===== src/rtl/pdd_pkg.sv =====
// Shared types and constants for the differential drive PID controller.
package pdd_pkg;

    // Operating modes held in the drive_mode register.
    typedef enum logic [1:0] {
        MODE_STOP     = 2'd0,
        MODE_FOLLOW   = 2'd1,
        MODE_STRAIGHT = 2'd2
    } t_mode;

    // Configuration register indexes.
    localparam int CFG_ADDR_W = 3;
    localparam logic [CFG_ADDR_W-1:0] REG_GAIN_P      = 3'd0;
    localparam logic [CFG_ADDR_W-1:0] REG_GAIN_I      = 3'd1;
    localparam logic [CFG_ADDR_W-1:0] REG_GAIN_D      = 3'd2;
    localparam logic [CFG_ADDR_W-1:0] REG_BASE_LEFT   = 3'd3;
    localparam logic [CFG_ADDR_W-1:0] REG_BASE_RIGHT  = 3'd4;
    localparam logic [CFG_ADDR_W-1:0] REG_DRIVE_MODE  = 3'd5;
    localparam logic [CFG_ADDR_W-1:0] REG_LINE_CENTER = 3'd6;

    // Register reset values.
    localparam logic [15:0] RST_GAIN_P      = 16'd64;
    localparam logic [15:0] RST_GAIN_I      = 16'd0;
    localparam logic [15:0] RST_GAIN_D      = 16'd0;
    localparam logic [7:0]  RST_BASE_LEFT   = 8'd80;
    localparam logic [7:0]  RST_BASE_RIGHT  = 8'd80;
    localparam logic [11:0] RST_LINE_CENTER = 12'd2000;

    // Output limits.
    localparam int CORR_MAX       = 100;
    localparam int CORR_MIN       = -100;
    localparam int SPEED_MAX      = 255;
    localparam logic [7:0] STRAIGHT_SPEED = 8'd50;

    // One result item.
    typedef struct packed {
        logic              drive_enable;
        logic signed [7:0] correction;
        logic [7:0]        right_speed;
        logic [7:0]        left_speed;
    } t_result;

endpackage


===== src/rtl/pid_differential_drive.sv =====
// Top level of the PID line follower for a differential drive robot.
//
// Each request on the slave stream is one control tick carrying the weighted
// line position; each tick yields exactly one request on the master stream
// with the left and right motor duties, the clamped correction and the drive
// enable. The block is a four stage pipeline: the first stage forms the error,
// the derivative and the saturated integral (the integral and the previous
// error update as the tick is taken), the second forms the three gain
// products, the third adds them, and the fourth scales, clamps and registers
// the result. While the output does not stall, a tick enters in every cycle,
// so the sustained rate is one tick per clock. A tick passes through r1, r2,
// r3 and the output register in order; a stalled output holds its result, a
// stage moves on only where a later stage has room, and the input stalls
// once all four stages are full. The integral product uses two multipliers,
// one per half of the integral. Stop mode (and the unused mode code) gives
// zero speeds with the drive off, straight mode gives both speeds of 50; in
// both, the integral and previous error hold.
// Configuration writes are always accepted; an unknown index is ignored.
module pid_differential_drive #(
    parameter int GAIN_FRAC_BITS = 8,
    parameter int SUM_WIDTH      = 32
) (
    input  logic        i_clk,
    input  logic        i_rst_n,

    // Configuration write channel.
    input  logic                           i_cfg_valid,
    output logic                           o_cfg_ready,
    input  logic [pdd_pkg::CFG_ADDR_W-1:0] i_cfg_addr,
    input  logic [15:0]                    i_cfg_data,

    // Input stream.
    input  logic        s_axis_tvalid,
    output logic        s_axis_tready,
    input  logic [15:0] s_axis_tdata,   // [11:0] line_position, [15:12] zero

    // Output stream.
    output logic        m_axis_tvalid,
    input  logic        m_axis_tready,
    // [7:0] left_speed, [15:8] right_speed, [23:16] correction,
    // [24] drive_enable, [31:25] zero
    output logic [31:0] m_axis_tdata
);

    localparam int LO_W   = SUM_WIDTH / 2;          // low half of the integral
    localparam int HI_W   = SUM_WIDTH - LO_W;       // signed high half
    localparam int P_W    = 16 + 13;
    localparam int D_W    = 16 + 14;
    localparam int IHI_W  = 16 + HI_W;
    localparam int ILO_W  = 16 + LO_W + 1;
    localparam int ACC_W  = SUM_WIDTH + 17;

    // Configuration registers.
    logic signed [15:0] r_gain_p;
    logic signed [15:0] r_gain_i;
    logic signed [15:0] r_gain_d;
    logic [7:0]         r_base_left;
    logic [7:0]         r_base_right;
    pdd_pkg::t_mode     r_drive_mode;
    logic [11:0]        r_line_center;

    // Controller state.
    logic signed [SUM_WIDTH-1:0] r_error_sum;
    logic signed [12:0]          r_last_error;

    // Pipeline registers.
    logic                        r1_valid;
    pdd_pkg::t_mode              r1_mode;
    logic signed [12:0]          r1_err;
    logic signed [13:0]          r1_deriv;
    logic signed [SUM_WIDTH-1:0] r1_sum;

    logic                        r2_valid;
    pdd_pkg::t_mode              r2_mode;
    logic signed [P_W-1:0]       r2_p;
    logic signed [D_W-1:0]       r2_d;
    logic signed [IHI_W-1:0]     r2_ihi;
    logic signed [ILO_W-1:0]     r2_ilo;

    logic                        r3_valid;
    pdd_pkg::t_mode              r3_mode;
    logic signed [ACC_W-1:0]     r3_acc;

    logic                        r_out_valid;
    pdd_pkg::t_result            r_out;

    // Next values and handshake terms.
    logic                        in_take;
    logic                        out_free;
    logic                        en2;
    logic                        en1;
    logic signed [12:0]          n_err;
    logic signed [13:0]          n_deriv;
    logic signed [SUM_WIDTH:0]   sum_wide;
    logic signed [SUM_WIDTH-1:0] n_sum;
    logic signed [P_W-1:0]       n_p;
    logic signed [D_W-1:0]       n_d;
    logic signed [IHI_W-1:0]     n_ihi;
    logic signed [ILO_W-1:0]     n_ilo;
    logic signed [HI_W-1:0]      sum_hi;
    logic signed [LO_W:0]        sum_lo;
    logic signed [ACC_W-1:0]     n_acc;
    pdd_pkg::t_result            n_out;

    // Each stage loads when it is empty or its contents move on.
    assign out_free      = !r_out_valid || m_axis_tready;
    assign en2           = !r3_valid || out_free;
    assign en1           = !r2_valid || en2;
    assign s_axis_tready = !r1_valid || en1;
    assign in_take       = s_axis_tvalid && s_axis_tready;
    assign o_cfg_ready   = 1'b1;

    always_ff @(posedge i_clk) begin
        if (!i_rst_n) begin
            r_gain_p      <= pdd_pkg::RST_GAIN_P;
            r_gain_i      <= pdd_pkg::RST_GAIN_I;
            r_gain_d      <= pdd_pkg::RST_GAIN_D;
            r_base_left   <= pdd_pkg::RST_BASE_LEFT;
            r_base_right  <= pdd_pkg::RST_BASE_RIGHT;
            r_drive_mode  <= pdd_pkg::MODE_FOLLOW;
            r_line_center <= pdd_pkg::RST_LINE_CENTER;
        end else if (i_cfg_valid) begin
            unique case (i_cfg_addr)
                pdd_pkg::REG_GAIN_P:      r_gain_p      <= i_cfg_data;
                pdd_pkg::REG_GAIN_I:      r_gain_i      <= i_cfg_data;
                pdd_pkg::REG_GAIN_D:      r_gain_d      <= i_cfg_data;
                pdd_pkg::REG_BASE_LEFT:   r_base_left   <= i_cfg_data[7:0];
                pdd_pkg::REG_BASE_RIGHT:  r_base_right  <= i_cfg_data[7:0];
                pdd_pkg::REG_DRIVE_MODE:  r_drive_mode  <= pdd_pkg::t_mode'(i_cfg_data[1:0]);
                pdd_pkg::REG_LINE_CENTER: r_line_center <= i_cfg_data[11:0];
                default: begin
                end
            endcase
        end
    end

    // Stage one: error, derivative and saturating integral.
    assign n_err    = $signed({1'b0, s_axis_tdata[11:0]}) - $signed({1'b0, r_line_center});
    assign n_deriv  = 14'(n_err) - 14'(r_last_error);
    assign sum_wide = (SUM_WIDTH+1)'(r_error_sum) + (SUM_WIDTH+1)'(n_err);

    always_comb begin
        if (sum_wide[SUM_WIDTH] != sum_wide[SUM_WIDTH-1]) begin
            // Overflowed: pin to the limit on the side of the true sign.
            n_sum = {sum_wide[SUM_WIDTH], {(SUM_WIDTH-1){!sum_wide[SUM_WIDTH]}}};
        end else begin
            n_sum = sum_wide[SUM_WIDTH-1:0];
        end
    end

    always_ff @(posedge i_clk) begin
        if (!i_rst_n) begin
            r_error_sum  <= '0;
            r_last_error <= '0;
        end else if (in_take && r_drive_mode == pdd_pkg::MODE_FOLLOW) begin
            r_error_sum  <= n_sum;
            r_last_error <= n_err;
        end
    end

    // Stage two: gain products, the integral product in two halves.
    assign sum_hi = r1_sum[SUM_WIDTH-1:LO_W];
    assign sum_lo = $signed({1'b0, r1_sum[LO_W-1:0]});
    assign n_p    = r_gain_p * r1_err;
    assign n_d    = r_gain_d * r1_deriv;
    assign n_ihi  = r_gain_i * sum_hi;
    assign n_ilo  = r_gain_i * sum_lo;

    // Stage three: one sum of all terms.
    assign n_acc = (ACC_W'(r2_ihi) <<< LO_W) + ACC_W'(r2_ilo) + ACC_W'(r2_p) + ACC_W'(r2_d);

    always_ff @(posedge i_clk) begin
        if (!i_rst_n) begin
            r1_valid    <= 1'b0;
            r2_valid    <= 1'b0;
            r3_valid    <= 1'b0;
            r_out_valid <= 1'b0;
        end else begin
            if (s_axis_tready) begin
                r1_valid <= s_axis_tvalid;
            end
            if (en1) begin
                r2_valid <= r1_valid;
            end
            if (en2) begin
                r3_valid <= r2_valid;
            end
            if (out_free) begin
                r_out_valid <= r3_valid;
            end
        end
    end

    always_ff @(posedge i_clk) begin
        if (s_axis_tready) begin
            r1_mode  <= r_drive_mode;
            r1_err   <= n_err;
            r1_deriv <= n_deriv;
            r1_sum   <= n_sum;
        end
        if (en1) begin
            r2_mode <= r1_mode;
            r2_p    <= n_p;
            r2_d    <= n_d;
            r2_ihi  <= n_ihi;
            r2_ilo  <= n_ilo;
        end
        if (en2) begin
            r3_mode <= r2_mode;
            r3_acc  <= n_acc;
        end
        if (out_free) begin
            r_out <= n_out;
        end
    end

    // Stage four: scaling, clamping and mode selection.
    pdd_output #(
        .ACC_WIDTH      (ACC_W),
        .GAIN_FRAC_BITS (GAIN_FRAC_BITS)
    ) u_output (
        .i_acc        (r3_acc),
        .i_mode       (r3_mode),
        .i_base_left  (r_base_left),
        .i_base_right (r_base_right),
        .o_result     (n_out)
    );

    assign m_axis_tvalid = r_out_valid;
    assign m_axis_tdata  = {7'd0, r_out};

endmodule


===== src/rtl/pdd_output.sv =====
// Output law: scale the PID sum, clamp the correction and form both motor speeds.
module pdd_output #(
    parameter int ACC_WIDTH      = 49,
    parameter int GAIN_FRAC_BITS = 8
) (
    input  logic signed [ACC_WIDTH-1:0] i_acc,
    input  pdd_pkg::t_mode              i_mode,
    input  logic [7:0]                  i_base_left,
    input  logic [7:0]                  i_base_right,
    output pdd_pkg::t_result            o_result
);

    logic signed [ACC_WIDTH-1:0] bias;
    logic signed [ACC_WIDTH-1:0] scaled;
    logic signed [7:0]           corr;
    logic signed [9:0]           left_raw;
    logic signed [9:0]           right_raw;
    logic [7:0]                  left_sat;
    logic [7:0]                  right_sat;

    // Arithmetic shift rounds toward minus infinity; a bias on negative sums
    // turns it into truncation toward zero.
    assign bias   = i_acc[ACC_WIDTH-1]
                  ? ((ACC_WIDTH'(1) <<< GAIN_FRAC_BITS) - ACC_WIDTH'(1))
                  : '0;
    assign scaled = (i_acc + bias) >>> GAIN_FRAC_BITS;

    always_comb begin
        if (scaled > ACC_WIDTH'(pdd_pkg::CORR_MAX)) begin
            corr = 8'(pdd_pkg::CORR_MAX);
        end else if (scaled < ACC_WIDTH'(pdd_pkg::CORR_MIN)) begin
            corr = 8'(pdd_pkg::CORR_MIN);
        end else begin
            corr = scaled[7:0];
        end
    end

    assign left_raw  = $signed({2'b00, i_base_left}) + 10'(corr);
    assign right_raw = $signed({2'b00, i_base_right}) - 10'(corr);

    always_comb begin
        if (left_raw < 10'sd0) begin
            left_sat = 8'd0;
        end else if (left_raw > 10'(pdd_pkg::SPEED_MAX)) begin
            left_sat = 8'(pdd_pkg::SPEED_MAX);
        end else begin
            left_sat = left_raw[7:0];
        end
        if (right_raw < 10'sd0) begin
            right_sat = 8'd0;
        end else if (right_raw > 10'(pdd_pkg::SPEED_MAX)) begin
            right_sat = 8'(pdd_pkg::SPEED_MAX);
        end else begin
            right_sat = right_raw[7:0];
        end
    end

    always_comb begin
        unique case (i_mode)
            pdd_pkg::MODE_FOLLOW: begin
                o_result.left_speed   = left_sat;
                o_result.right_speed  = right_sat;
                o_result.correction   = corr;
                o_result.drive_enable = 1'b1;
            end
            pdd_pkg::MODE_STRAIGHT: begin
                o_result.left_speed   = pdd_pkg::STRAIGHT_SPEED;
                o_result.right_speed  = pdd_pkg::STRAIGHT_SPEED;
                o_result.correction   = '0;
                o_result.drive_enable = 1'b1;
            end
            default: begin
                o_result.left_speed   = '0;
                o_result.right_speed  = '0;
                o_result.correction   = '0;
                o_result.drive_enable = 1'b0;
            end
        endcase
    end

endmodule

===== config.mk =====
export PLATFORM = sky130hd
export DESIGN_NAME = pid_differential_drive
export DESIGN_NICKNAME = d
export VERILOG_FILES = /design/src/rtl/pdd_pkg.sv /design/src/rtl/pid_differential_drive.sv /design/src/rtl/pdd_output.sv
export SDC_FILE = /design/constraint.sdc
export NUM_CORES = 2
export LEC_CHECK = 0
export BUFFER_PORTS_ARGS = -buffer_cell sky130_fd_sc_hd__buf_4
export CORE_ASPECT_RATIO = 0.7
export CORE_MARGIN = 4
export CORE_UTILIZATION = 60
export CTS_CLUSTER_SIZE = 24
export DETAILED_ROUTE_END_ITERATION = 8
export GPL_TIMING_DRIVEN = 1
export PLACE_DENSITY = 0.79
export SYNTH_ARGS = -nofsm -noshare
export SYNTH_HDL_FRONTEND = slang
export SYNTH_SLANG_ARGS = --single-unit

===== constraint.sdc =====
create_clock -name i_clk -period 7.3 [get_ports i_clk]
set_input_delay 1.46 -clock i_clk [delete_from_list [all_inputs] [get_ports i_clk]]
set_output_delay 1.46 -clock i_clk [all_outputs]
set_load 0.01 [all_outputs]

Word-level counts from Yosys, hierarchy flattened:

Index checks and enable logic that the tools add are counted.

* register bits: 390
* input port bits: 40

* add/subtract/negate cells: 9
* multipliers: 4
* $lt $le $gt $ge: 6
* equality and inequality tests: 10
* mux-type cells: 9
* reduce and logical (&&, ||, !) cells: 19

Operators by type and width (count)
* 8-bit two-way mux: 7
* 25-bit case mux with 2 select lines: 1
* 48-bit by 33-bit adder with 49-bit output: 1
* 49-bit by 29-bit adder with 49-bit output: 1
* 49-bit by 30-bit adder with 49-bit output: 1
* 49-bit by 9-bit adder with 49-bit output: 1
* 41-bit by 8-bit > comparator with 1-bit output (second input constant): 1
* 41-bit by 8-bit < comparator with 1-bit output (second input constant): 1
* 32-bit by 13-bit adder with 33-bit output: 1
* 16-bit by 17-bit multiplier with 33-bit output: 1
* 16-bit by 16-bit multiplier with 32-bit output: 1
* 32-bit two-way mux: 1
* 16-bit by 14-bit multiplier with 30-bit output: 1
* 16-bit by 13-bit multiplier with 29-bit output: 1
* 10-bit by 9-bit > comparator with 1-bit output (second input constant): 2
* 10-bit by 1-bit < comparator with 1-bit output (second input constant): 2
* 2-bit AND reduction: 7
* 13-bit by 13-bit subtractor with 14-bit output: 1
* 12-bit by 12-bit subtractor with 13-bit output: 1
* 9-bit by 8-bit adder with 10-bit output: 1
* 9-bit by 8-bit subtractor with 10-bit output: 1
* 3-bit equality test (second input constant): 3
* 3-bit by 2-bit equality test with 1-bit output (second input constant): 2
* 1-bit zero test: 5
* 7 further kinds: 12

Logic depth before layout (Yosys ltp):

* depth after elaboration: 10
* depth in mapped cells: 31

By module:

From an unflattened synthesis, not the netlist that was laid out.

* cell total of the unflattened synthesis: 5870
* area total of the unflattened synthesis: 56405.3 µm²

By module, submodules not included
* pid_differential_drive: instances 1, cells an instance 5476, area each 53775.3 µm², sequential area each 10440.0 µm²
* pdd_output: instances 1, cells an instance 394, area each 2630.0 µm², sequential area each 0.0 µm²

Least setup slack after synthesis:

Ideal clock, no wire load.

* path type: input to output
* start: input port m_axis_tready
* end: output port s_axis_tready
* arrival time: 6080 ps
* path slack: -240 ps
* stages on the path: 5
* buffers on the path: 0
* cells stage by stage: nor2b_1 and2_1 nand2_1 nor2_1 inv_1

* word-level cells in the longest chain between the ends: 4

Ends and longest elaborated chain
* start, declared: line pid_differential_drive.sv:39 `input logic m_axis_tready,`
* 1-bit logical OR: line pid_differential_drive.sv:106 `assign out_free = !r_out_valid || m_axis_tready;`
* 1-bit logical OR: line pid_differential_drive.sv:107 `assign en2 = !r3_valid || out_free;`
* 1-bit logical OR: line pid_differential_drive.sv:108 `assign en1 = !r2_valid || en2;`
* net en1: line pid_differential_drive.sv:91 `logic en1;`
* 1-bit logical OR: line pid_differential_drive.sv:109 `assign s_axis_tready = !r1_valid || en1;`
* end, declared: line pid_differential_drive.sv:34 `output logic s_axis_tready,`

The timed path passes the listed nets, and every way through them passes these cells.

Final worst setup path:

* start: register r1_deriv[10]
* end: register r2_d[28], data pin

* word-level cells in the longest chain between the ends: 1

Ends and longest elaborated chain
* start, declared: line pid_differential_drive.sv:70 `logic signed [13:0] r1_deriv;`
* start signal, assigned: line pid_differential_drive.sv:198 `r1_deriv <= n_deriv;`
* 16-bit by 14-bit multiplier with 30-bit output: line pid_differential_drive.sv:165 `assign n_d = r_gain_d * r1_deriv;`
* net n_d[28]: line pid_differential_drive.sv:97 `logic signed [D_W-1:0] n_d;`
* end signal, assigned: line pid_differential_drive.sv:204 `r2_d <= n_d;`
* end, declared: line pid_differential_drive.sv:76 `logic signed [D_W-1:0] r2_d;`

The timed path passes the listed nets, and every way through them passes these cells.
A chain may end at the register's enable or synchronous reset.

==> results_dict.tcl <==
set metrics [dict create \
    cp_data_required_time_ps 7640 \
    setup.worst_path.class "flop to flop" \
    final-instance-count-excl-fill 7064 \
    vias_in_the_first_global_route 41400 \
    synth_edf_count 263 \
    yosys-top-cells-count "sky130_fd_sc_hd__inv_1 (995), sky130_fd_sc_hd__fa_1 (954), sky130_fd_sc_hd__nand2_1 (815), sky130_fd_sc_hd__ha_1 (493), sky130_fd_sc_hd__and2_1 (395)" \
    timing.clock.skew_ps 18.8 \
    critPathCaptureType "flop" \
    multi_input_area_mm2 0.0405 \
    critical_path_source_type "flop" \
    clock_tree.htree_level_count 2 \
    crit_path_setup_slack_layout_ps 152 \
    place_worst_setup_slack_ps -20.2 \
    std_cell_rows 92 \
    internal_power_w 0.00984 \
    die-area_mm2 0.0973 \
    worst_slew_pin_slew_ps 1190 \
    detail-route-antenna-nets 0 \
    core_region_area_mm2 0.0907 \
    yosysWarningCount 0 \
    area.sequential_mm2 0.0104 \
    netSwitchingFraction_pct 47.2 \
    critical_path_arrival_ps 7490 \
    leakagePower_nw 27.7 \
    synth-seq-cells 390 \
    netlist-cell-type-count 90 \
    grt_util_all_layers_pct 30.4 \
    max_freq_ghz 0.140 \
    synth_most_common_cell "sky130_fd_sc_hd__inv_1" \
    average_routed_wire_per_standard_cell_um 20.3 \
    slew_headroom_pct 19.9 \
    synth_area_leaders "sky130_fd_sc_hd__fa_1 (34%), sky130_fd_sc_hd__edfxtp_1 (14%), sky130_fd_sc_hd__ha_1 (11%)" \
    root_buffer "sky130_fd_sc_hd__clkbuf_16" \
    grt_antenna_before_repair 5 \
    timing.final.crit_share_pct 97.9 \
    max-clock-path-buffers 3 \
    timing.final.crit_period_ps 7150 \
    async_s_r_ff_share_synth_pct 0 \
    die_x_um 371 \
    final_report_setup_violation_count 0 \
    grt_total_ovfl 0 \
    power.clock.fraction_pct 12.2 \
    power_frac_seq_pct 24.2 \
    dominant_cell_type_by_area_after_synthesis "sky130_fd_sc_hd__fa_1" \
    number_of_remaining_drc_errors 0 \
    numClockSinks 390 \
    grt_pass1_wl_um 230000 \
    hold_violations 0 \
    final_design_area_no_fill_mm2 0.0597 \
    power.share.combinational_pct 63.6 \
    synth_top_cell_area_share_pct 34.5 \
    placement.io_buffers 62 \
    detailedRoute.firstIterationViolations 3914 \
    timing.critical_path.buf_inv 3 \
    chipHeight_um 262 \
    net-switching-power_w 0.00881 \
    largest_net_degree_at_the_start_of_global_routing 129 \
    worst_ir_drop_vdd_mv 0.327 \
    vias_per_cell 5.77 \
    whs_ps 425 \
    run_status "finished clean" \
    gpl.final_weighted_congestion 0.938 \
    timing.critical_path.fanout_max 16 \
    post_synth.cell_area_avg_um2 9.71 \
    path_clk_slew_ps 60 \
    tritoncts.num_buffers 42 \
    dpl-instance-area_mm2 0.0579 \
    fillerInstances 6955 \
    post-layout-total-power_w 0.0187 \
    mappedNetlistArea_mm2 0.0554 \
    layout-drive-gt1-share_pct 6.47 \
    drt-total-wl_um 144000 \
    synthCells 5702 \
    timing.final.max_slew_violations 0 \
    tritoncts_clock_tree "yes" \
    post-place-cells 6953 \
    hold_class "flop to flop" \
    num_vias 40800 \
    clk-insertion-delay-late_ps 600 \
    worst_path_max_delay_cell "sky130_fd_sc_hd__edfxtp_1" \
    synth.yosys.seq_area_share_pct 18.9 \
    critPathTopFamily "adder cells" \
    power-per-cell-area_mw_per_mm2 312 \
    flow.area_growth_from_synthesis_pct 7.84 \
    dominantRegCellSynth "sky130_fd_sc_hd__edfxtp_1" \
    cpPeakStageDelay_ps 700 \
    initial_utilization_pct 61.0 \
    path_common_cell "sky130_fd_sc_hd__fa_1" \
    dp_hpwl_um 118000 \
    boundaryPins 75 \
    cap_viol_max_count 0 \
    critical_path_cell_list "and2_1 -> fa_1 -> fa_1 -> inv_1 -> fa_1 -> inv_1 -> fa_1 -> fa_1 -> fa_1 -> ha_1 -> or3_1 -> o21ai_0 -> a211oi_1 -> nor3_1 -> o31ai_1 -> o41ai_1 -> o21ai_0 -> o21ai_0 -> nand2b_1 -> xor2_1 -> buf_4" \
    finish.net_count 7293 \
    drt_pass1_iterations 6 \
]
==> cell type report <==
type	count	share of cell area, %
timing repair buffer	245	3.33
clock buffer	52	1.93
inverter	995	6.26
antenna	2	0.00838
sequential	390	17.5
clock inverter	26	0.513
tap	1222	2.56
multi-input combinational	4132	67.9
==> state kept, by name, indices dropped and copies added (netlist names), 2 cells and up <==
name and flops:
r_base_left 8, r2_p 29, r1_mode 2, r_error_sum 32, r2_ihi 32, r3_mode 2, r_last_error 13, r1_deriv 14
r_gain_d 16, m_axis_tdata 25, r2_d 30, r_base_right 8, r_gain_p 16, r_line_center 12, r2_mode 2, r3_acc 49
r1_err 13, r2_ilo 33, r_gain_i 16, r1_sum 32, r_drive_mode 2
==> placed cells by master, fill, tap and decap left out, types with 8 or more instances in the layout <==
master                        n
sky130_fd_sc_hd__a211o_1     10
sky130_fd_sc_hd__a211oi_1    16
sky130_fd_sc_hd__a21boi_0    87
sky130_fd_sc_hd__a21o_1      46
sky130_fd_sc_hd__a21oi_1    147
sky130_fd_sc_hd__a31oi_1     27
sky130_fd_sc_hd__and2_1     395
sky130_fd_sc_hd__and3_1      22
sky130_fd_sc_hd__buf_12      12
sky130_fd_sc_hd__buf_4      231
sky130_fd_sc_hd__clkbuf_16   44
sky130_fd_sc_hd__clkinv_2     8
sky130_fd_sc_hd__conb_1       8
sky130_fd_sc_hd__dfxtp_1    122
sky130_fd_sc_hd__edfxtp_1   263
sky130_fd_sc_hd__fa_1       954
sky130_fd_sc_hd__ha_1       493
sky130_fd_sc_hd__inv_1      993
sky130_fd_sc_hd__maj3_1      21
sky130_fd_sc_hd__nand2_1    814
sky130_fd_sc_hd__nand2b_1    85
sky130_fd_sc_hd__nand3_1     58
sky130_fd_sc_hd__nand4_1     22
sky130_fd_sc_hd__nor2_1     205
sky130_fd_sc_hd__nor2b_1     33
sky130_fd_sc_hd__nor3_1      51
sky130_fd_sc_hd__nor4_1       9
sky130_fd_sc_hd__o211ai_1    16
sky130_fd_sc_hd__o21a_1      48
sky130_fd_sc_hd__o21ai_0    127
sky130_fd_sc_hd__o21bai_1    31
sky130_fd_sc_hd__o31ai_1      8
sky130_fd_sc_hd__or2_2       17
sky130_fd_sc_hd__or3_1       20
sky130_fd_sc_hd__xnor2_1    181
sky130_fd_sc_hd__xor2_1      47
==> worst reg2reg max path: cells and delay by family, from the launching register on <==
family | cells | cell delay (ps)
DFF | 1 | 700
adders and majority gates | 7 | 3170
and+or+nand+nor | 4 | 1160
xor gates and xnor gates | 1 | 140
buffers and inverters | 3 | 280
AOI/OAI and AO/OA | 6 | 1440
==> layer usage <==
metal,up-vias,global-route usage (%),routed length (um)
li1,18200,-,-
met1,20300,45.9,62400
met2,1985,43.4,58600
met3,224,9.33,18900
met4,8,6.40,3740
met5,-,0,48
==> through the flow <==
| stage | TNS [ps] | util (%) |
|---|---|---|
| finish | 0 | 65.8 |
| global route | -89.6 | 65.8 |
| CTS | 0 | 65.5 |
| detailed placement | -24.3 | 63.8 |
| global placement | 0 | 63.8 |
| floorplan | 0 | - |
==> final timing paths <==
check | startpoint | to | cells past startpoint | slack (ps)
min | r1_mode[1] | r2_mode[1] | 0 | 430
max | r1_deriv[10] | r2_d[28] | 21 | 150
max reg2reg | r1_deriv[10] | r2_d[28] | 21 | 150
min reg2reg | r1_mode[1] | r2_mode[1] | 0 | 430
==> power by group through the flow <==
| stage | registers (W) | clock network, W | logic, W |
|---|---|---|---|
| finish | 0.00451 | 0.00228 | 0.0119 |
| global route | 0.00456 | 0.00240 | 0.0133 |
| CTS | 0.00455 | 0.00231 | 0.0115 |
| detailed placement | 0.00463 | 0 | 0.0113 |
| global placement | 0.00460 | 0 | 0.0110 |
| floorplan | 0.00408 | 0 | 0.00832 |
==> what timing repair did <==
item	CTS	global route
hold buffers	0	0
endpoints found under the setup margin	2	9
resized for setup	0	15
setup buffers	11	20
==> kinds of logic (layout without fill, tap and decap cells) <==
group	Yosys count	count (layout)	share of synthesized area [%]
buf+inv	1186	1318	8.10
other cells	2	10	0.0136
flops	390	390	18.9
fa+ha+maj	1468	1468	46.0
simple gates	1768	1768	15.3
xor+xnor	230	230	3.64
compound gates	652	652	7.92
mux	6	6	0.108
Note: power is estimated with default switching activity, not from simulation.
